### config.mk
export PLATFORM = sky130hd
export DESIGN_NAME = cycling_power_measurement_parser_unit_flat
export DESIGN_NICKNAME = d
export VERILOG_FILES = /design/src/rtl/cpm_pkg.sv /design/src/rtl/cpm_req_if.sv /design/src/rtl/cpm_rsp_if.sv /design/src/rtl/cpm_cmd_fifo.sv /design/src/rtl/cpm_front.sv /design/src/rtl/cpm_back.sv /design/src/rtl/cycling_power_measurement_parser_unit.sv /design/src/flat_wrapper.sv
export SDC_FILE = /design/constraint.sdc
export NUM_CORES = 1
export LEC_CHECK = 0
export ABC_AREA = 1
export BUFFER_PORTS_ARGS = -buffer_cell sky130_fd_sc_hd__buf_4
export CAP_MARGIN = 40
export CORE_MARGIN = 5
export CORE_UTILIZATION = 30
export CTS_CLUSTER_SIZE = 16
export DETAILED_ROUTE_END_ITERATION = 7
export HOLD_SLACK_MARGIN = 0.08
export PLACE_DENSITY_LB_ADDON = 0.12
export RECOVER_POWER = 25
export SLEW_MARGIN = 20
export SYNTH_ARGS = -nofsm -noshare
export SYNTH_HDL_FRONTEND = slang
export SYNTH_SLANG_ARGS = --single-unit
### constraint.sdc
create_clock -name clock -period 18.9 [get_ports clock]
set_input_delay 2.835 -clock clock [delete_from_list [all_inputs] [get_ports clock]]
set_output_delay 2.835 -clock clock [all_outputs]
set_load 0.05 [all_outputs]
### src/rtl/cpm_pkg.sv
// ---------------------------------------------------------------------------
// cpm_pkg
// Shared types, constants and field-layout helpers for the cycling power
// measurement parser.
// ---------------------------------------------------------------------------
`default_nettype none

package cpm_pkg;

   // cadence arithmetic
   localparam int CADENCE_FRAC_BITS = 4;
   localparam int CAD_W             = 20;
   localparam logic [CAD_W-1:0] CADENCE_MAX = '1;
   localparam int CAD_SCALE         = 60 * 1024 * (1 << CADENCE_FRAC_BITS);
   localparam int SCALE_W           = $clog2(CAD_SCALE + 1);
   localparam logic [SCALE_W-1:0] SCALE_K = SCALE_W'(CAD_SCALE);
   localparam int DEN_W             = 16;
   localparam int NUM_W             = DEN_W + SCALE_W;
   localparam int HI_W              = NUM_W - CAD_W;
   localparam int CMP_W             = (HI_W > DEN_W) ? HI_W : DEN_W;
   localparam int DIV_CNT_W         = $clog2(CAD_W);

   // byte counting
   localparam int IDX_W             = 5;
   localparam logic [IDX_W-1:0] IDX_MAX   = '1;
   localparam logic [IDX_W-1:0] HEADER_LEN = IDX_W'(4);

   // command queue
   localparam int FIFO_DEPTH        = 4;
   localparam int FIFO_AW           = $clog2(FIFO_DEPTH);
   localparam int FIFO_CW           = $clog2(FIFO_DEPTH + 1);

   // optional field layout, in packet order
   localparam int FIELD_COUNT = 5;
   localparam logic [3:0] FIELD_BIT [FIELD_COUNT] = '{4'd0, 4'd2, 4'd4, 4'd5, 4'd6};
   localparam logic [2:0] FIELD_LEN [FIELD_COUNT] = '{3'd1, 3'd2, 3'd6, 3'd4, 3'd4};

   // present mark bit positions
   localparam int MARK_BAL = 0;
   localparam int MARK_TRQ = 1;
   localparam int MARK_CAD = 2;
   localparam int MARK_FRC = 3;

   typedef enum logic [2:0] {
      FLD_NONE,
      FLD_BAL,
      FLD_TRQ,
      FLD_WHL,
      FLD_CRK,
      FLD_FRC
   } field_kind_type;

   typedef enum logic [2:0] {
      CMD_NONE,
      CMD_CLEAR,
      CMD_BAL,
      CMD_TRQ,
      CMD_CRK,
      CMD_FRC
   } cmd_kind_type;

   typedef enum logic [1:0] {
      ST_COMPLETE = 2'd0,
      ST_SHORT    = 2'd1,
      ST_TRUNC    = 2'd2
   } status_type;

   typedef enum logic [1:0] {
      BK_IDLE,
      BK_SAT,
      BK_DIV,
      BK_END
   } back_state_type;

   typedef struct packed {
      field_kind_type kind;
      logic [2:0]     pos;
      logic           last;
   } locate_type;

   typedef struct packed {
      cmd_kind_type kind;
      logic [31:0]  data;
      logic         eop;
      status_type   status;
      logic [15:0]  power;
   } cmd_type;

   typedef struct packed {
      status_type          status;
      logic signed [15:0]  power_watts;
      logic                power_valid;
      logic [7:0]          balance_half_pct;
      logic                balance_present;
      logic [15:0]         torque_32nds;
      logic                torque_present;
      logic [CAD_W-1:0]    cadence_q4;
      logic                cadence_present;
      logic signed [15:0]  force_newtons;
      logic                force_present;
   } result_type;

   // find which optional field byte idx (>= 4) falls in
   function automatic locate_type locate_field(input logic [15:0]      flags,
                                               input logic [IDX_W-1:0] idx);
      logic [IDX_W-1:0] start;
      locate_type       r;
      start  = HEADER_LEN;
      r.kind = FLD_NONE;
      r.pos  = '0;
      r.last = 1'b0;
      for (int k = 0; k < FIELD_COUNT; k++) begin
         if (flags[FIELD_BIT[k]] && (r.kind == FLD_NONE)) begin
            if (idx < start + IDX_W'(FIELD_LEN[k])) begin
               r.kind = field_kind_type'(3'(k + 1));
               r.pos  = 3'(idx - start);
               r.last = ((idx - start) == (IDX_W'(FIELD_LEN[k]) - IDX_W'(1)));
            end
            start = start + IDX_W'(FIELD_LEN[k]);
         end
      end
      return r;
   endfunction

   // bytes the flags announce
   function automatic logic [IDX_W-1:0] required_len(input logic [15:0] flags);
      logic [IDX_W-1:0] n;
      n = HEADER_LEN;
      for (int k = 0; k < FIELD_COUNT; k++) begin
         if (flags[FIELD_BIT[k]]) begin
            n = n + IDX_W'(FIELD_LEN[k]);
         end
      end
      return n;
   endfunction

endpackage

`default_nettype wire

### src/rtl/cpm_req_if.sv
// ---------------------------------------------------------------------------
// cpm_req_if
// Byte channel into the parser: valid/ready plus one packet byte.
// ---------------------------------------------------------------------------
`default_nettype none

interface cpm_req_if;
   logic       valid;
   logic       ready;
   logic [7:0] packet_byte;
   logic       end_of_packet;

   modport source (output valid, output packet_byte, output end_of_packet, input ready);
   modport sink   (input valid, input packet_byte, input end_of_packet, output ready);
endinterface

`default_nettype wire

### src/rtl/cpm_rsp_if.sv
// ---------------------------------------------------------------------------
// cpm_rsp_if
// Result channel out of the parser: valid/ready plus one packet report.
// ---------------------------------------------------------------------------
`default_nettype none

interface cpm_rsp_if;
   logic               valid;
   logic               ready;
   logic [1:0]         status;
   logic signed [15:0] power_watts;
   logic               power_valid;
   logic [7:0]         balance_half_pct;
   logic               balance_present;
   logic [15:0]        torque_32nds;
   logic               torque_present;
   logic [19:0]        cadence_q4;
   logic               cadence_present;
   logic signed [15:0] force_newtons;
   logic               force_present;

   modport source (output valid, input ready,
                   output status, output power_watts, output power_valid,
                   output balance_half_pct, output balance_present,
                   output torque_32nds, output torque_present,
                   output cadence_q4, output cadence_present,
                   output force_newtons, output force_present);
   modport sink   (input valid, output ready,
                   input status, input power_watts, input power_valid,
                   input balance_half_pct, input balance_present,
                   input torque_32nds, input torque_present,
                   input cadence_q4, input cadence_present,
                   input force_newtons, input force_present);
endinterface

`default_nettype wire

### src/rtl/cpm_cmd_fifo.sv
// ---------------------------------------------------------------------------
// cpm_cmd_fifo
// Short command queue between the byte front end and the back end.
// ---------------------------------------------------------------------------
`default_nettype none

module cpm_cmd_fifo
   import cpm_pkg::*;
(
   input  wire logic    clock,
   input  wire logic    reset,
   input  wire logic    push,
   input  wire cmd_type push_data,
   input  wire logic    pop,
   output cmd_type      pop_data,
   output logic         full,
   output logic         empty
);

   cmd_type              mem_ff [FIFO_DEPTH];
   logic [FIFO_AW-1:0]   wr_ptr_ff, wr_ptr_in;
   logic [FIFO_AW-1:0]   rd_ptr_ff, rd_ptr_in;
   logic [FIFO_CW-1:0]   count_ff, count_in;
   logic                 do_push;
   logic                 do_pop;

   assign full     = (count_ff == FIFO_CW'(FIFO_DEPTH));
   assign empty    = (count_ff == '0);
   assign do_push  = push && !full;
   assign do_pop   = pop && !empty;
   assign pop_data = mem_ff[rd_ptr_ff];

   always_comb begin
      wr_ptr_in = wr_ptr_ff;
      rd_ptr_in = rd_ptr_ff;
      count_in  = count_ff;
      if (do_push) begin
         wr_ptr_in = (wr_ptr_ff == FIFO_AW'(FIFO_DEPTH - 1)) ? '0 : wr_ptr_ff + FIFO_AW'(1);
      end
      if (do_pop) begin
         rd_ptr_in = (rd_ptr_ff == FIFO_AW'(FIFO_DEPTH - 1)) ? '0 : rd_ptr_ff + FIFO_AW'(1);
      end
      if (do_push && !do_pop) begin
         count_in = count_ff + FIFO_CW'(1);
      end else if (do_pop && !do_push) begin
         count_in = count_ff - FIFO_CW'(1);
      end
   end

   always_ff @(posedge clock) begin
      if (reset) begin
         wr_ptr_ff <= '0;
         rd_ptr_ff <= '0;
         count_ff  <= '0;
      end else begin
         wr_ptr_ff <= wr_ptr_in;
         rd_ptr_ff <= rd_ptr_in;
         count_ff  <= count_in;
      end
   end

   always_ff @(posedge clock) begin
      if (do_push) begin
         mem_ff[wr_ptr_ff] <= push_data;
      end
   end

endmodule

`default_nettype wire

### src/rtl/cpm_front.sv
// ---------------------------------------------------------------------------
// cpm_front
// Byte front end: counts bytes, gathers the header and optional fields and
// issues one command on the fourth byte, the last byte and the end of any non-wheel field.
// ---------------------------------------------------------------------------
`default_nettype none

module cpm_front
   import cpm_pkg::*;
(
   input  wire logic   clock,
   input  wire logic   reset,
   cpm_req_if.sink     req_bus,
   output logic        push,
   output cmd_type     cmd,
   input  wire logic   full
);

   logic [IDX_W-1:0] byte_index_ff, byte_index_in;
   logic [15:0]      flag_word_ff, flag_word_in;
   logic [15:0]      pend_power_ff, pend_power_in;
   logic [31:0]      field_shift_ff, field_shift_in;
   logic             beat;

   assign req_bus.ready = !full;
   assign beat          = req_bus.valid && req_bus.ready;

   always_comb begin
      locate_type       loc;
      logic [IDX_W-1:0] idx_inc;
      logic [7:0]       b;
      b              = req_bus.packet_byte;
      loc.kind       = FLD_NONE;
      loc.pos        = '0;
      loc.last       = 1'b0;
      byte_index_in  = byte_index_ff;
      flag_word_in   = flag_word_ff;
      pend_power_in  = pend_power_ff;
      field_shift_in = field_shift_ff;
      cmd.kind       = CMD_NONE;
      cmd.eop        = req_bus.end_of_packet;

      priority if (byte_index_ff == IDX_W'(0)) begin
         flag_word_in = {8'h00, b};
      end else if (byte_index_ff == IDX_W'(1)) begin
         flag_word_in[15:8] = b;
      end else if (byte_index_ff == IDX_W'(2)) begin
         pend_power_in = {8'h00, b};
      end else if (byte_index_ff == IDX_W'(3)) begin
         pend_power_in[15:8] = b;
         cmd.kind            = CMD_CLEAR;
      end else begin
         loc = locate_field(flag_word_ff, byte_index_ff);
         if (loc.kind != FLD_NONE) begin
            if (loc.pos == 3'd0) begin
               field_shift_in = {24'h000000, b};
            end else if (loc.pos < 3'd4) begin
               field_shift_in[{loc.pos[1:0], 3'b000} +: 8] = b;
            end
            if (loc.last) begin
               unique case (loc.kind)
                  FLD_BAL: cmd.kind = CMD_BAL;
                  FLD_TRQ: cmd.kind = CMD_TRQ;
                  FLD_CRK: cmd.kind = CMD_CRK;
                  FLD_FRC: cmd.kind = CMD_FRC;
                  default: cmd.kind = CMD_NONE;
               endcase
            end
         end
      end

      idx_inc = (byte_index_ff == IDX_MAX) ? byte_index_ff : byte_index_ff + IDX_W'(1);
      byte_index_in = req_bus.end_of_packet ? '0 : idx_inc;

      // packet length check at the last byte
      priority if (idx_inc < HEADER_LEN) begin
         cmd.status = ST_SHORT;
      end else if (idx_inc < required_len(flag_word_ff)) begin
         cmd.status = ST_TRUNC;
      end else begin
         cmd.status = ST_COMPLETE;
      end

      cmd.data  = field_shift_in;
      cmd.power = pend_power_in;
      push      = beat && ((cmd.kind != CMD_NONE) || req_bus.end_of_packet);
   end

   always_ff @(posedge clock) begin
      if (reset) begin
         byte_index_ff  <= '0;
         flag_word_ff   <= '0;
         pend_power_ff  <= '0;
         field_shift_ff <= '0;
      end else if (beat) begin
         byte_index_ff  <= byte_index_in;
         flag_word_ff   <= flag_word_in;
         pend_power_ff  <= pend_power_in;
         field_shift_ff <= field_shift_in;
      end
   end

endmodule

`default_nettype wire

### src/rtl/cpm_back.sv
// ---------------------------------------------------------------------------
// cpm_back
// Back end: applies queued commands to the held values, runs the cadence
// divider and registers the packet report.
// ---------------------------------------------------------------------------
`default_nettype none

module cpm_back
   import cpm_pkg::*;
(
   input  wire logic    clock,
   input  wire logic    reset,
   input  wire cmd_type cmd,
   input  wire logic    empty,
   output logic         pop,
   cpm_rsp_if.source    rsp_bus
);

   back_state_type       state_ff, state_in;
   logic                 eop_ff, eop_in;
   status_type           status_ff, status_in;
   logic [15:0]          power_ff, power_in;

   logic [15:0]          held_power_ff, held_power_in;
   logic [7:0]           held_balance_ff, held_balance_in;
   logic [15:0]          held_torque_ff, held_torque_in;
   logic [CAD_W-1:0]     held_cadence_ff, held_cadence_in;
   logic [15:0]          held_force_ff, held_force_in;
   logic [3:0]           marks_ff, marks_in;
   logic                 data_seen_ff, data_seen_in;
   logic [15:0]          prev_revs_ff, prev_revs_in;
   logic [15:0]          prev_time_ff, prev_time_in;
   logic                 have_sample_ff, have_sample_in;

   logic [HI_W-1:0]      hi_ff, hi_in;
   logic [DEN_W-1:0]     den_ff, den_in;
   logic [DEN_W-1:0]     rem_ff, rem_in;
   logic [CAD_W-1:0]     quo_ff, quo_in;
   logic [DIV_CNT_W-1:0] cnt_ff, cnt_in;

   logic                 rsp_valid_ff, rsp_valid_in;
   result_type           rsp_ff, rsp_in;

   always_comb begin
      logic [15:0]    drev;
      logic [15:0]    devt;
      logic [NUM_W-1:0] num;
      logic [DEN_W:0] trial;
      logic           ge;
      state_in        = state_ff;
      eop_in          = eop_ff;
      status_in       = status_ff;
      power_in        = power_ff;
      held_power_in   = held_power_ff;
      held_balance_in = held_balance_ff;
      held_torque_in  = held_torque_ff;
      held_cadence_in = held_cadence_ff;
      held_force_in   = held_force_ff;
      marks_in        = marks_ff;
      data_seen_in    = data_seen_ff;
      prev_revs_in    = prev_revs_ff;
      prev_time_in    = prev_time_ff;
      have_sample_in  = have_sample_ff;
      hi_in           = hi_ff;
      den_in          = den_ff;
      rem_in          = rem_ff;
      quo_in          = quo_ff;
      cnt_in          = cnt_ff;
      rsp_in          = rsp_ff;
      rsp_valid_in    = rsp_valid_ff && !rsp_bus.ready;
      pop             = 1'b0;

      drev  = cmd.data[15:0] - prev_revs_ff;
      devt  = cmd.data[31:16] - prev_time_ff;
      num   = NUM_W'(drev) * NUM_W'(SCALE_K);
      trial = {rem_ff, quo_ff[CAD_W-1]};
      ge    = (trial >= {1'b0, den_ff});

      unique case (state_ff)
         BK_IDLE: begin
            if (!empty) begin
               pop       = 1'b1;
               eop_in    = cmd.eop;
               status_in = cmd.status;
               power_in  = cmd.power;
               state_in  = cmd.eop ? BK_END : BK_IDLE;
               unique case (cmd.kind)
                  CMD_CLEAR: marks_in = '0;
                  CMD_BAL: begin
                     held_balance_in    = cmd.data[7:0];
                     marks_in[MARK_BAL] = 1'b1;
                  end
                  CMD_TRQ: begin
                     held_torque_in     = cmd.data[15:0];
                     marks_in[MARK_TRQ] = 1'b1;
                  end
                  CMD_FRC: begin
                     held_force_in      = cmd.data[15:0];
                     marks_in[MARK_FRC] = 1'b1;
                  end
                  CMD_CRK: begin
                     prev_revs_in   = cmd.data[15:0];
                     prev_time_in   = cmd.data[31:16];
                     have_sample_in = 1'b1;
                     if (have_sample_ff && (devt != '0)) begin
                        hi_in    = num[NUM_W-1:CAD_W];
                        quo_in   = num[CAD_W-1:0];
                        den_in   = devt;
                        state_in = BK_SAT;
                     end
                  end
                  default: ;
               endcase
            end
         end
         BK_SAT: begin
            // quotient overflows 20 bits exactly when the top part reaches the divisor
            if (CMP_W'(hi_ff) >= CMP_W'(den_ff)) begin
               held_cadence_in    = CADENCE_MAX;
               marks_in[MARK_CAD] = 1'b1;
               state_in           = eop_ff ? BK_END : BK_IDLE;
            end else begin
               rem_in   = DEN_W'(hi_ff);
               cnt_in   = '0;
               state_in = BK_DIV;
            end
         end
         BK_DIV: begin
            rem_in = ge ? DEN_W'(trial - {1'b0, den_ff}) : trial[DEN_W-1:0];
            quo_in = {quo_ff[CAD_W-2:0], ge};
            cnt_in = cnt_ff + DIV_CNT_W'(1);
            if (cnt_ff == DIV_CNT_W'(CAD_W - 1)) begin
               held_cadence_in    = quo_in;
               marks_in[MARK_CAD] = 1'b1;
               state_in           = eop_ff ? BK_END : BK_IDLE;
            end
         end
         BK_END: begin
            if (!rsp_valid_ff || rsp_bus.ready) begin
               if (status_ff == ST_COMPLETE) begin
                  held_power_in = power_ff;
                  data_seen_in  = 1'b1;
               end
               rsp_in.status           = status_ff;
               rsp_in.power_watts      = held_power_in;
               rsp_in.power_valid      = data_seen_in;
               rsp_in.balance_half_pct = held_balance_ff;
               rsp_in.balance_present  = marks_ff[MARK_BAL];
               rsp_in.torque_32nds     = held_torque_ff;
               rsp_in.torque_present   = marks_ff[MARK_TRQ];
               rsp_in.cadence_q4       = held_cadence_ff;
               rsp_in.cadence_present  = marks_ff[MARK_CAD];
               rsp_in.force_newtons    = held_force_ff;
               rsp_in.force_present    = marks_ff[MARK_FRC];
               rsp_valid_in            = 1'b1;
               state_in                = BK_IDLE;
            end
         end
         default: state_in = BK_IDLE;
      endcase
   end

   always_ff @(posedge clock) begin
      if (reset) begin
         state_ff        <= BK_IDLE;
         rsp_valid_ff    <= 1'b0;
         held_power_ff   <= '0;
         held_balance_ff <= '0;
         held_torque_ff  <= '0;
         held_cadence_ff <= '0;
         held_force_ff   <= '0;
         marks_ff        <= '0;
         data_seen_ff    <= 1'b0;
         prev_revs_ff    <= '0;
         prev_time_ff    <= '0;
         have_sample_ff  <= 1'b0;
      end else begin
         state_ff        <= state_in;
         rsp_valid_ff    <= rsp_valid_in;
         held_power_ff   <= held_power_in;
         held_balance_ff <= held_balance_in;
         held_torque_ff  <= held_torque_in;
         held_cadence_ff <= held_cadence_in;
         held_force_ff   <= held_force_in;
         marks_ff        <= marks_in;
         data_seen_ff    <= data_seen_in;
         prev_revs_ff    <= prev_revs_in;
         prev_time_ff    <= prev_time_in;
         have_sample_ff  <= have_sample_in;
      end
   end

   always_ff @(posedge clock) begin
      eop_ff    <= eop_in;
      status_ff <= status_in;
      power_ff  <= power_in;
      hi_ff     <= hi_in;
      den_ff    <= den_in;
      rem_ff    <= rem_in;
      quo_ff    <= quo_in;
      cnt_ff    <= cnt_in;
      rsp_ff    <= rsp_in;
   end

   assign rsp_bus.valid            = rsp_valid_ff;
   assign rsp_bus.status           = rsp_ff.status;
   assign rsp_bus.power_watts      = rsp_ff.power_watts;
   assign rsp_bus.power_valid      = rsp_ff.power_valid;
   assign rsp_bus.balance_half_pct = rsp_ff.balance_half_pct;
   assign rsp_bus.balance_present  = rsp_ff.balance_present;
   assign rsp_bus.torque_32nds     = rsp_ff.torque_32nds;
   assign rsp_bus.torque_present   = rsp_ff.torque_present;
   assign rsp_bus.cadence_q4       = rsp_ff.cadence_q4;
   assign rsp_bus.cadence_present  = rsp_ff.cadence_present;
   assign rsp_bus.force_newtons    = rsp_ff.force_newtons;
   assign rsp_bus.force_present    = rsp_ff.force_present;

endmodule

`default_nettype wire

### src/rtl/cycling_power_measurement_parser_unit.sv
// ---------------------------------------------------------------------------
// cycling_power_measurement_parser_unit
// Byte-serial parser for cycling power measurement packets with cadence.
// ---------------------------------------------------------------------------
// The block takes one packet byte per beat on req_bus and gives one report
// beat on rsp_bus for every byte marked end_of_packet. The front end takes a
// byte every cycle while the command queue (four entries) has room; each byte
// that finishes a balance, torque, crank or force field, the fourth byte and
// the last byte post one command. The back end drains one command per cycle
// while idle, except a crank pair that needs a cadence divide (valid previous
// sample, non-zero time delta), which takes the pop, one saturation check and
// a 20-step restoring divider, the divider being skipped when the saturation
// check already settles it, and the end of a packet, which also loads the
// report register. The queue lets the front end keep taking bytes while the
// back end is busy. A report that waits for the sink holds the back end at
// the end of its packet; the queue still takes up to four commands, after
// which req_bus.ready drops until the beat is taken.
// Values in the report are the last stored ones; a present mark says the
// value was refreshed since the fourth byte of the latest packet that had
// one. No clearing pass is needed after reset.
// ---------------------------------------------------------------------------
`default_nettype none

module cycling_power_measurement_parser_unit
   import cpm_pkg::*;
(
   input  wire logic   clock,
   input  wire logic   reset,
   cpm_req_if.sink     req_bus,
   cpm_rsp_if.source   rsp_bus
);

   // front to queue
   logic    cmd_push;
   cmd_type cmd_in;
   logic    cmd_full;

   // queue to back
   cmd_type cmd_out;
   logic    cmd_empty;
   logic    cmd_pop;

   // byte counting, header and field gathering
   cpm_front u_front (
      .clock   (clock),
      .reset   (reset),
      .req_bus (req_bus),
      .push    (cmd_push),
      .cmd     (cmd_in),
      .full    (cmd_full)
   );

   // decouples the byte stream from the divider
   cpm_cmd_fifo u_fifo (
      .clock     (clock),
      .reset     (reset),
      .push      (cmd_push),
      .push_data (cmd_in),
      .pop       (cmd_pop),
      .pop_data  (cmd_out),
      .full      (cmd_full),
      .empty     (cmd_empty)
   );

   // held values, cadence divide and report register
   cpm_back u_back (
      .clock   (clock),
      .reset   (reset),
      .cmd     (cmd_out),
      .empty   (cmd_empty),
      .pop     (cmd_pop),
      .rsp_bus (rsp_bus)
   );

endmodule

`default_nettype wire

### src/flat_wrapper.sv
// flat-port wrapper written by rule: the top's interface ports become plain ports
module cycling_power_measurement_parser_unit_flat import cpm_pkg::*;
  (clock, reset, req_bus_valid, req_bus_packet_byte, req_bus_end_of_packet, req_bus_ready, rsp_bus_valid, rsp_bus_ready, rsp_bus_status, rsp_bus_power_watts, rsp_bus_power_valid, rsp_bus_balance_half_pct, rsp_bus_balance_present, rsp_bus_torque_32nds, rsp_bus_torque_present, rsp_bus_cadence_q4, rsp_bus_cadence_present, rsp_bus_force_newtons, rsp_bus_force_present);
  cpm_req_if req_bus_i ();
  cpm_rsp_if rsp_bus_i ();
  input  wire logic clock;
  input  wire logic reset;
  input wire logic [$bits(req_bus_i.valid)-1:0] req_bus_valid;
  input wire logic [$bits(req_bus_i.packet_byte)-1:0] req_bus_packet_byte;
  input wire logic [$bits(req_bus_i.end_of_packet)-1:0] req_bus_end_of_packet;
  output wire logic [$bits(req_bus_i.ready)-1:0] req_bus_ready;
  output wire logic [$bits(rsp_bus_i.valid)-1:0] rsp_bus_valid;
  input wire logic [$bits(rsp_bus_i.ready)-1:0] rsp_bus_ready;
  output wire logic [$bits(rsp_bus_i.status)-1:0] rsp_bus_status;
  output wire logic [$bits(rsp_bus_i.power_watts)-1:0] rsp_bus_power_watts;
  output wire logic [$bits(rsp_bus_i.power_valid)-1:0] rsp_bus_power_valid;
  output wire logic [$bits(rsp_bus_i.balance_half_pct)-1:0] rsp_bus_balance_half_pct;
  output wire logic [$bits(rsp_bus_i.balance_present)-1:0] rsp_bus_balance_present;
  output wire logic [$bits(rsp_bus_i.torque_32nds)-1:0] rsp_bus_torque_32nds;
  output wire logic [$bits(rsp_bus_i.torque_present)-1:0] rsp_bus_torque_present;
  output wire logic [$bits(rsp_bus_i.cadence_q4)-1:0] rsp_bus_cadence_q4;
  output wire logic [$bits(rsp_bus_i.cadence_present)-1:0] rsp_bus_cadence_present;
  output wire logic [$bits(rsp_bus_i.force_newtons)-1:0] rsp_bus_force_newtons;
  output wire logic [$bits(rsp_bus_i.force_present)-1:0] rsp_bus_force_present;
  assign req_bus_i.valid = req_bus_valid;
  assign req_bus_i.packet_byte = req_bus_packet_byte;
  assign req_bus_i.end_of_packet = req_bus_end_of_packet;
  assign req_bus_ready = req_bus_i.ready;
  assign rsp_bus_valid = rsp_bus_i.valid;
  assign rsp_bus_i.ready = rsp_bus_ready;
  assign rsp_bus_status = rsp_bus_i.status;
  assign rsp_bus_power_watts = rsp_bus_i.power_watts;
  assign rsp_bus_power_valid = rsp_bus_i.power_valid;
  assign rsp_bus_balance_half_pct = rsp_bus_i.balance_half_pct;
  assign rsp_bus_balance_present = rsp_bus_i.balance_present;
  assign rsp_bus_torque_32nds = rsp_bus_i.torque_32nds;
  assign rsp_bus_torque_present = rsp_bus_i.torque_present;
  assign rsp_bus_cadence_q4 = rsp_bus_i.cadence_q4;
  assign rsp_bus_cadence_present = rsp_bus_i.cadence_present;
  assign rsp_bus_force_newtons = rsp_bus_i.force_newtons;
  assign rsp_bus_force_present = rsp_bus_i.force_present;
  cycling_power_measurement_parser_unit u_core (.clock(clock), .reset(reset), .req_bus(req_bus_i), .rsp_bus(rsp_bus_i));
endmodule
==> flow_metrics.py, run 1 <==
metrics = {
    "timing": {
        "hold_viol": 0,
        "period_minus_slack_ns": 8.99,
        "max_freq_mhz": 111,
        "maxSlewViolCount": 261,
        "rsz0062_at_grt": "no",
        "setup-tns-final_ns": 0,
        "slew_headroom_pct": -89.2,
        "period_share_pct": 47.6,
        "skew_ns": 0.0258,
        "tightestPinTransition_ns": 2.84,
        "finalSetupViolCount": 0,
    },
    "min_path": {
        "min_from": "u_core.u_back.held_force_ff[13]",
        "hp-class": "register to register",
    },
    "global_routing": {
        "grt_max_degree": 69,
        "gr-usage-met2_pct": 24.3,
        "grtUsageMet3_pct": 2.30,
        "grt_usage_pct": 14.3,
        "grt-busiest-layer": "met2",
        "antenna_found_initial": 0,
        "grt_pass1_wl_mm": 110,
        "gr-usage-met1_pct": 19.3,
        "grt_pass1_vias": 18900,
        "overflow": 0,
    },
    "logic_synthesis": {
        "syn_area_sq_mm": 0.0271,
        "yosysSeqAreaShare_pct": 56.9,
        "yosysTopAreaCell": "edfxtp_1",
        "synth-async-reset-ratio_pct": 0,
        "ys_warn_count": 0,
        "synth_area_leaders": "edfxtp_1 43%, dfxtp_1 14%, ha_1 6.1%",
        "yosysUniqueCellTypes": 55,
        "synth_edf_count": 391,
        "syn_avg_cell_area_sq_um": 9.87,
        "netlist.area_leader.share_pct": 43.3,
        "synth_nets": 2929,
        "synthFlopType": "edfxtp_1",
        "ys_seq_elements": 575,
        "synth_top_cells_by_count": "419 x nand2_1, 391 x edfxtp_1, 344 x inv_1",
        "synthCells": 2749,
        "yosysMostFrequentCell": "nand2_1",
    },
    "cts": {
        "cts_root_buf": "clkbuf_16",
        "cts_made_buffers": 66,
        "cts_max_level": 3,
        "cts_sinks": 575,
        "post_cts_buffers": 0,
        "cts_tree": "built",
        "clk_path_buf_depth": 3,
        "clock_latency_ns": 0.61,
        "cts_hold_buffers": 0,
        "clk_pin_slew_worst_paths_ns": 0.06,
        "ctsResizeCount": 0,
    },
    "placed_design": {
        "dp_hpwl_mm": 49.2,
        "portBuffers": 97,
        "gp_congestion": 0.831,
    },
    "die": {
        "rows": 110,
        "dieHeight_um": 311,
        "die_area_sq_mm": 0.0965,
        "fp.dieW_um": 311,
        "ioPinCount": 98,
        "initial_core_util_pct": 30.2,
        "design.core.area_sq_mm": 0.0899,
    },
    "detailed_routing": {
        "remaining_drc_errors": 0,
        "wirelength_mm": 70.4,
        "avgRoutedWirePerCell_um": 17.3,
        "vias": 19000,
        "drt_first_pass_iters": 5,
        "ant_nets": 0,
        "via_per_inst": 4.67,
        "first_iter_violations": 959,
    },
    "cells_and_area": {
        "fill_cells": 9082,
        "multi_input_area_sq_mm": 0.0100,
        "regArea_sq_mm": 0.0154,
        "nets": 3024,
        "drive_gt1_share_pct": 9.14,
        "area_growth_pct": 15.8,
        "diodes": 0,
    },
    "critical_path": {
        "end_kind": "register",
        "critPathMaxFanout": 61,
        "cp-start-kind": "register",
        "required_ns": 19.26,
        "arrival_ns": 9.35,
        "crit_type": "register to register",
    },
    "job": {
        "drv_cap": 6,
    },
    "outcome": {
        "violations": "capacitance limit, slew limit",
        "status": "finished, violations left",
    },
}
[routing by layer]
metal	part of all wire (%)	vias to the layer above	routed length, um
met5	0	-	0
met4	1.8	0	1290
met3	3.4	83	2370
met2	48	271	33500
met1	47	9170	33200
li1	-	9520	-
[layout by cell type, fill, tap and decap left out, types with 7 or more instances in the layout]
cell type and instances:
dfxtp_1 184, a211oi_1 17, o21ai_2 9, clkbuf_8 8, nand3_1 70, fa_1 35
inv_2 7, o21bai_1 11, buf_4 99, inv_1 343, o21ai_0 271, clkbuf_4 8
o211ai_1 11, edfxtp_1 391, o21ai_1 14, clkbuf_1 35, nor3_1 33, nand2_1 420
nor2_2 9, o22ai_1 41, clkbuf_16 67, a32oi_1 18, xor2_1 47, nor2_1 263
a21oi_1 226, clkinv_1 12, clkinv_2 9, ha_1 132, or2_2 8, xnor2_1 21
[sequential cells by signal, summed over array words and instances, names as in the netlist, 20 cells and up, named ones only]
signal,count
u_core.u_back.rsp_bus.cadence_q4,20
u_core.u_fifo.mem_ff,216
u_core.u_front.field_shift_ff,32
u_core.u_back.held_cadence_ff,20
u_core.u_back.quo_ff,20
[layout make-up]
cell class	instances	area share [%]
Sequential cell	575	49.1
Tap cell	1176	4.69
Clock buffer	95	5.93
Timing Repair Buffer	131	3.31
Clock inverter	27	0.872
Multi-Input combinational cell	1715	31.8
Inverter	355	4.25
[final timing paths]
kind | to | slack (ns) | cells after the start
setup / recovery | u_core.u_back.hi_ff[15] | 9.91 | 27
hold / removal | u_core.u_back.rsp_bus.force_newtons[13] | 0.41 | 0
setup reg to reg | u_core.u_back.hi_ff[15] | 9.91 | 27
hold reg to reg | u_core.u_back.rsp_bus.force_newtons[13] | 0.41 | 0
[kinds of logic after synthesis]
kind of cell | count (synthesis) | share of synthesized area, %
AO/OA/AOI/OAI | 650 | 13.3
XOR/XNOR | 68 | 2.20
adder cells (fa/ha/maj) | 167 | 8.67
buffers and inverters | 459 | 6.41
flip-flops | 575 | 56.9
multiplexers | 1 | 0.0369
AND/OR/NAND/NOR | 829 | 12.5
[through the flow]
| stage | cells | util [%] | setup WS [ns] | area (sq um) | hold WS (ns) |
|---|---|---|---|---|---|
| 6_report | 4074 | 34.9 | 9.91 | 31400 | 0.412 |
| 5_1_grt | 4074 | 34.9 | 8.82 | 31400 | 0.429 |
| 4_1_cts | 4072 | 35.0 | 12.23 | 31500 | 0.422 |
| 3_5_place_dp | 3950 | 32.7 | 12.27 | 29400 | 0.408 |
| 3_3_place_gp | 3940 | 32.4 | 12.24 | 29100 | 0.411 |
| 2_1_floorplan | 2749 | - | 12.36 | 27100 | 0.402 |
[critical path: stages (launching register included)]
cell	delay (ns)
dfxtp_1	0.59
inv_1	0.55
clkbuf_1	1.07
clkbuf_1	2.08
nand2_1	0.10
a32oi_1	0.57
ha_1	0.38
a21oi_1	0.17
o21bai_1	0.09
nand2_1	0.06
inv_1	0.05
o21ai_0	0.14
nand2_1	0.10
nand2_1	0.07
nand2_1	0.05
a21oi_1	0.16
xor2_1	0.29
inv_1	0.19
fa_1	0.54
fa_1	0.42
ha_1	0.36
nand2_1	0.08
o21ai_0	0.14
o21bai_1	0.16
nand2_1	0.07
nand2_1	0.06
a21oi_1	0.06
xnor2_1	0.13
Power of run 1 is not shown: default switching activity piles up to over one toggle a cycle in this logic, so the estimate is an artifact.
==> run 2: changes to the inputs <==
==> constraint.sdc (replaced) <==
create_clock -name clock -period 7.7 [get_ports clock]
set_input_delay 1.155 -clock clock [delete_from_list [all_inputs] [get_ports clock]]
set_output_delay 1.155 -clock clock [all_outputs]
set_load 0.05 [all_outputs]
==> flow_metrics.py, run 2 (synthesized netlist as in run 1, its figures left out) <==
metrics = {
    "critical_path": {
        "crit_slowest_cell": "dfxtp_1",
        "arrival_ns": 6.63,
        "required_ns": 8.05,
        "critPathMaxFanout": 16,
        "critPathMostFrequentCell": "nand2_1",
        "crit_type": "register to register",
        "rrSetupSlack_ns": 1.42,
        "end_kind": "register",
        "cp-start-kind": "register",
        "slowest_delay_ns": 0.70,
    },
    "die": {
        "ioPinCount": 98,
        "die_area_sq_mm": 0.0965,
        "design.core.area_sq_mm": 0.0899,
        "dieHeight_um": 311,
        "initial_core_util_pct": 30.2,
        "fp.dieW_um": 311,
        "rows": 110,
    },
    "detailed_routing": {
        "first_iter_violations": 1194,
        "met2_length_mm": 33.0,
        "wl_met3_mm": 2.00,
        "vias": 18900,
        "top_layer": "met4",
        "avgRoutedWirePerCell_um": 17.1,
        "drt_first_pass_iters": 5,
        "ant_nets": 0,
        "met1_length_mm": 33.2,
        "remaining_drc_errors": 0,
        "wirelength_mm": 69.5,
        "via_per_inst": 4.66,
    },
    "job": {
        "drv_cap": 5,
    },
    "timing": {
        "period_share_pct": 81.5,
        "max_freq_mhz": 159,
        "skew_ns": 0.0163,
        "hold_viol": 0,
        "tightestPinTransition_ns": 2.95,
        "setup-tns-final_ns": 0,
        "finalSetupViolCount": 0,
        "slew_headroom_pct": -96.5,
        "period_minus_slack_ns": 6.28,
        "maxSlewViolCount": 190,
        "rsz0062_at_grt": "no",
    },
    "cts": {
        "cts_max_level": 2,
        "post_cts_buffers": 0,
        "clk_path_buf_depth": 3,
        "cts_sinks": 575,
        "clk_pin_slew_worst_paths_ns": 0.07,
        "clock_latency_ns": 0.64,
        "ctsResizeCount": 0,
        "cts_made_buffers": 61,
        "cts_tree": "built",
        "cts_hold_buffers": 0,
        "cts_root_buf": "clkbuf_16",
    },
    "cells_and_area": {
        "reg.largest.list": "u_core.u_fifo.mem_ff: 216 flops, u_core.u_front.field_shift_ff: 32 flops",
        "final_core_util_pct": 34.8,
        "drive_gt1_share_pct": 8.30,
        "finalNonFillerCells": 4069,
        "nets": 3021,
        "fin_area_sq_mm": 0.0313,
        "largest_reg_flops": 216,
        "fill_cells": 8954,
        "diodes": 0,
        "area_growth_pct": 15.4,
        "multi_input_area_sq_mm": 0.0100,
        "regMostFlops": "u_core.u_fifo.mem_ff",
        "final_common_cell": "nand2_1",
        "layout_common_cells": "419 x nand2_1, 391 x edfxtp_1, 342 x inv_1",
        "regArea_sq_mm": 0.0154,
    },
    "global_routing": {
        "antenna_found_initial": 0,
        "grt_pass1_vias": 18700,
        "grt_max_degree": 87,
        "overflow": 0,
        "grt_usage_pct": 14.0,
        "grt_pass1_wl_mm": 109,
    },
    "placed_design": {
        "gp_congestion": 0.835,
        "dp_hpwl_mm": 47.4,
        "place_area_sq_mm": 0.0293,
        "portBuffers": 97,
        "dpl.cell_count": 3948,
    },
    "min_path": {
        "hp-class": "register to register",
    },
    "outcome": {
        "status": "finished, violations left",
        "violations": "capacitance limit, slew limit",
    },
}
run 2: through the flow:
| step | worst slack (ns) | hold slack (ns) |
|---|---|---|
| after floorplan | 1.16 | 0.402 |
| after global placement | 1.50 | 0.408 |
| after detailed placement | 1.45 | 0.410 |
| after CTS | 1.42 | 0.425 |
| after global routing | 0.704 | 0.433 |
| final | 1.42 | 0.426 |
run 2: worst max-delay path: cells and delay by family (launching register included):
family	cells	cell delay [ns]
buffers and inverters	6	0.77
flip-flops	1	0.70
XOR/XNOR	1	0.24
AND/OR/NAND/NOR	11	1.40
AO/OA/AOI/OAI	7	1.34
adder cells (fa/ha/maj)	4	1.50
run 2: worst paths after layout:
path | start | to | cells past startpoint
max | u_core.u_front.byte_index_ff[2] | u_core.u_fifo.mem_ff[2][40] | 29
min | u_core.u_back.held_cadence_ff[12] | u_core.u_back.rsp_bus.cadence_q4[12] | 0
max reg2reg | u_core.u_front.byte_index_ff[2] | u_core.u_fifo.mem_ff[2][40] | 29
min reg2reg | u_core.u_back.held_cadence_ff[12] | u_core.u_back.rsp_bus.cadence_q4[12] | 0
run 2: per-layer routing:
metal / global-route usage (%) / up-vias
met2: 23.8 / 263
met1: 19.3 / 9073
li1: - / 9523
met3: 1.87 / 85
met4: 3.15 / 0
met5: 0 / -
run 2: cell type report:
cell class / count / share of cell area (%)
Clock buffer: 85 / 5.42
Clock inverter: 30 / 1.31
Sequential cell: 575 / 49.3
Tap cell: 1176 / 4.70
Multi-Input combinational cell: 1715 / 32.0
Timing Repair Buffer: 133 / 3.09
Inverter: 355 / 4.26
Power of run 2 is left out for the same reason.
==> run 3: changes to the inputs <==
--- a/config.mk
+++ b/config.mk
@@ -5,7 +5,7 @@
 export SDC_FILE = /design/constraint.sdc
 export NUM_CORES = 1
 export LEC_CHECK = 0
-export ABC_AREA = 1
+export ABC_AREA = 0
 export BUFFER_PORTS_ARGS = -buffer_cell sky130_fd_sc_hd__buf_4
 export CAP_MARGIN = 40
 export CORE_MARGIN = 5
==> constraint.sdc (replaced) <==
create_clock -name clock -period 6.4 [get_ports clock]
set_input_delay 0.96 -clock clock [delete_from_list [all_inputs] [get_ports clock]]
set_output_delay 0.96 -clock clock [all_outputs]
set_load 0.05 [all_outputs]
==> flow_metrics.py, run 3 <==
metrics = {
    "die": {
        "dieHeight_um": 307,
        "rows": 108,
        "ioPinCount": 98,
        "initial_core_util_pct": 30.3,
        "design.core.area_sq_mm": 0.0870,
        "fp.dieW_um": 307,
        "die_area_sq_mm": 0.0940,
    },
    "logic_synthesis": {
        "netlist.area_leader.share_pct": 44.5,
        "yosysSeqAreaShare_pct": 58.5,
        "synth_edf_count": 391,
        "synthCells": 2126,
        "synth_area_leaders": "edfxtp_1 45%, dfxtp_1 14%, ha_1 6.3%",
        "ys_seq_elements": 575,
        "syn_avg_cell_area_sq_um": 12.4,
        "yosysMostFrequentCell": "edfxtp_1",
        "yosysUniqueCellTypes": 76,
        "synth_nets": 2306,
        "ys_warn_count": 0,
        "synth_top_cells_by_count": "391 x edfxtp_1, 240 x nand2_1, 184 x dfxtp_1",
        "synthFlopType": "edfxtp_1",
        "synth-async-reset-ratio_pct": 0,
        "syn_area_sq_mm": 0.0264,
        "yosysTopAreaCell": "edfxtp_1",
    },
    "detailed_routing": {
        "drt_first_pass_iters": 5,
        "vias": 16700,
        "wirelength_mm": 66.3,
        "remaining_drc_errors": 0,
        "avgRoutedWirePerCell_um": 19.2,
        "first_iter_violations": 1023,
        "via_per_inst": 4.83,
        "ant_nets": 0,
    },
    "global_routing": {
        "antenna_found_initial": 3,
        "grt_max_degree": 85,
        "grt_pass1_wl_mm": 103,
        "overflow": 0,
        "grt_usage_pct": 13.9,
        "grt_pass1_vias": 17100,
    },
    "critical_path": {
        "required_ns": 6.72,
        "cp-start-kind": "register",
        "reg2reg_depth": 24,
        "critPathMaxFanout": 8,
        "end_kind": "register",
        "crit_type": "register to register",
        "arrival_ns": 6.34,
        "r2r_end": "u_core.u_back.hi_ff[14]",
        "rrSetupSlack_ns": 0.38,
    },
    "timing": {
        "rsz0062_at_grt": "yes",
        "skew_ns": 0.0312,
        "max_freq_mhz": 166,
        "holdWs_ns": 0.431,
        "hold_viol": 0,
        "tightestPinTransition_ns": 2.31,
        "period_minus_slack_ns": 6.02,
        "slew_headroom_pct": -54.3,
        "maxSlewViolCount": 89,
        "period_share_pct": 94.1,
        "finalSetupViolCount": 0,
    },
    "placed_design": {
        "gp_congestion": 0.790,
        "dpl.cell_count": 3340,
        "dp_hpwl_mm": 45.8,
        "portBuffers": 97,
        "place_area_sq_mm": 0.0287,
    },
    "outcome": {
        "violations": "capacitance limit, slew limit",
        "status": "finished, violations left",
    },
    "cts": {
        "post_cts_buffers": 0,
        "cts_max_level": 3,
        "cts_root_buf": "clkbuf_16",
        "cts_hold_buffers": 0,
        "cts_tree": "built",
        "cts_sinks": 575,
        "cts_made_buffers": 66,
        "clk_path_buf_depth": 3,
        "clk_pin_slew_worst_paths_ns": 0.06,
        "clock_latency_ns": 0.59,
        "ctsResizeCount": 0,
    },
    "min_path": {
        "hp-class": "register to register",
        "min_from": "u_core.u_back.held_force_ff[0]",
        "min_delay_path_depth": 0,
        "worstHoldEndpoint": "u_core.u_back.rsp_bus.force_newtons[0]",
    },
    "cells_and_area": {
        "finalNonFillerCells": 3463,
        "nets": 2434,
        "area_growth_pct": 17.0,
        "final_common_cell": "edfxtp_1",
        "layout_common_cells": "391 x edfxtp_1, 240 x nand2_1, 182 x dfxtp_1",
        "drive_gt1_share_pct": 16.0,
        "largest_reg_flops": 216,
        "fin_area_sq_mm": 0.0309,
        "reg.largest.list": "u_core.u_fifo.mem_ff: 216 flops, u_core.u_front.field_shift_ff: 32 flops",
        "regMostFlops": "u_core.u_fifo.mem_ff",
    },
    "power": {
        "p_clk_share_pct": 20.2,
        "comb_power_share_pct": 51.0,
        "p_switching_w": 0.00700,
        "power_density_mw_per_mm2": 578,
        "ir_drop_v": 0.000604,
        "switching_share_pct": 39.2,
        "internal-power_w": 0.0108,
        "leakage_nw": 11.0,
        "p_seq_share_pct": 28.8,
    },
    "job": {
        "drv_cap": 2,
    },
}
## run 3: cells by family after synthesis
family | count (synthesis) | synth area share, %
and+or+nand+nor | 574 | 9.78
AOI/OAI and AO/OA | 429 | 10.9
buffers and inverters | 210 | 3.08
xor gates and xnor gates | 69 | 2.29
DFF | 575 | 58.5
muxes | 102 | 6.56
adders and majority gates | 167 | 8.92
## run 3: area by class of cell
| class | instances | area [sq um] |
|---|---|---|
| Inverter | 118 | 443 |
| Sequential cell | 575 | 15400 |
| Fill cell | 8529 | 56200 |
| Antenna cell | 1 | 2.50 |
| Multi-Input combinational cell | 1341 | 10200 |
| Clock inverter | 33 | 239 |
| Clock buffer | 88 | 1840 |
| Timing Repair Buffer | 152 | 1230 |
| Tap cell | 1155 | 1450 |
## run 3: worst max-delay path: stages (launching register included)
cell and delay [ns]:
dfxtp_4 0.43, mux4_2 0.53, inv_1 0.07, ha_1 0.16, inv_1 0.06, fa_1 0.45, a21o_1 0.18, a21oi_1 0.21
o21bai_1 0.13, a211o_1 0.35, a31oi_2 0.26, xnor2_2 0.17, inv_2 0.10, fa_1 0.48, inv_1 0.05, fa_1 0.47
ha_1 0.33, nor2b_1 0.16, a21oi_2 0.17, o21bai_1 0.12, a2111oi_2 0.37, buf_4 0.18, o31ai_1 0.07, a21oi_1 0.18
xnor2_1 0.08
## run 3: worst max-delay path by stage
stage	startpoint	endpoint	slack [ns]	cells past startpoint
after floorplan	register	u_core.u_back.hi_ff[12]	0.02	25
after global placement	register	u_core.u_back.hi_ff[14]	0.22	24
after detailed placement	register	u_core.u_back.hi_ff[14]	0.22	24
after CTS	register	u_core.u_back.hi_ff[14]	0.20	24
after global routing	register	u_core.u_back.hi_ff[15]	-0.03	20
final	register	u_core.u_back.hi_ff[14]	0.38	24
## run 3: through the flow
stage	TNS, ns	util (%)	worst slack, ns	power, W
after floorplan	0	-	0.0199	0.0118
after global placement	0	32.9	0.218	0.0141
after detailed placement	0	33.0	0.220	0.0142
after CTS	0	35.4	0.200	0.0179
after global routing	-0.0659	35.5	-0.0335	0.0192
final	0	35.5	0.380	0.0178
## run 3: power by group through the flow
| stage | clock [W] | combinational (W) | sequential [W] |
|---|---|---|---|
| final | 0.00360 | 0.00908 | 0.00514 |
| after global routing | 0.00388 | 0.0102 | 0.00519 |
| after global placement | 0 | 0.00891 | 0.00522 |
| after CTS | 0.00372 | 0.00903 | 0.00515 |
| after detailed placement | 0 | 0.00897 | 0.00522 |
| after floorplan | 0 | 0.00646 | 0.00530 |
## run 3: per-layer routing
| layer | share of wire (%) | GRT usage (%) | vias to the layer above |
|---|---|---|---|
| li1 | - | - | 8047 |
| met1 | 47 | 19.3 | 8306 |
| met2 | 47 | 23.2 | 269 |
| met3 | 3.3 | 2.04 | 88 |
| met4 | 2.3 | 3.46 | 0 |
| met5 | 0 | 0 | - |
Note: power is estimated with default switching activity, not from simulation.
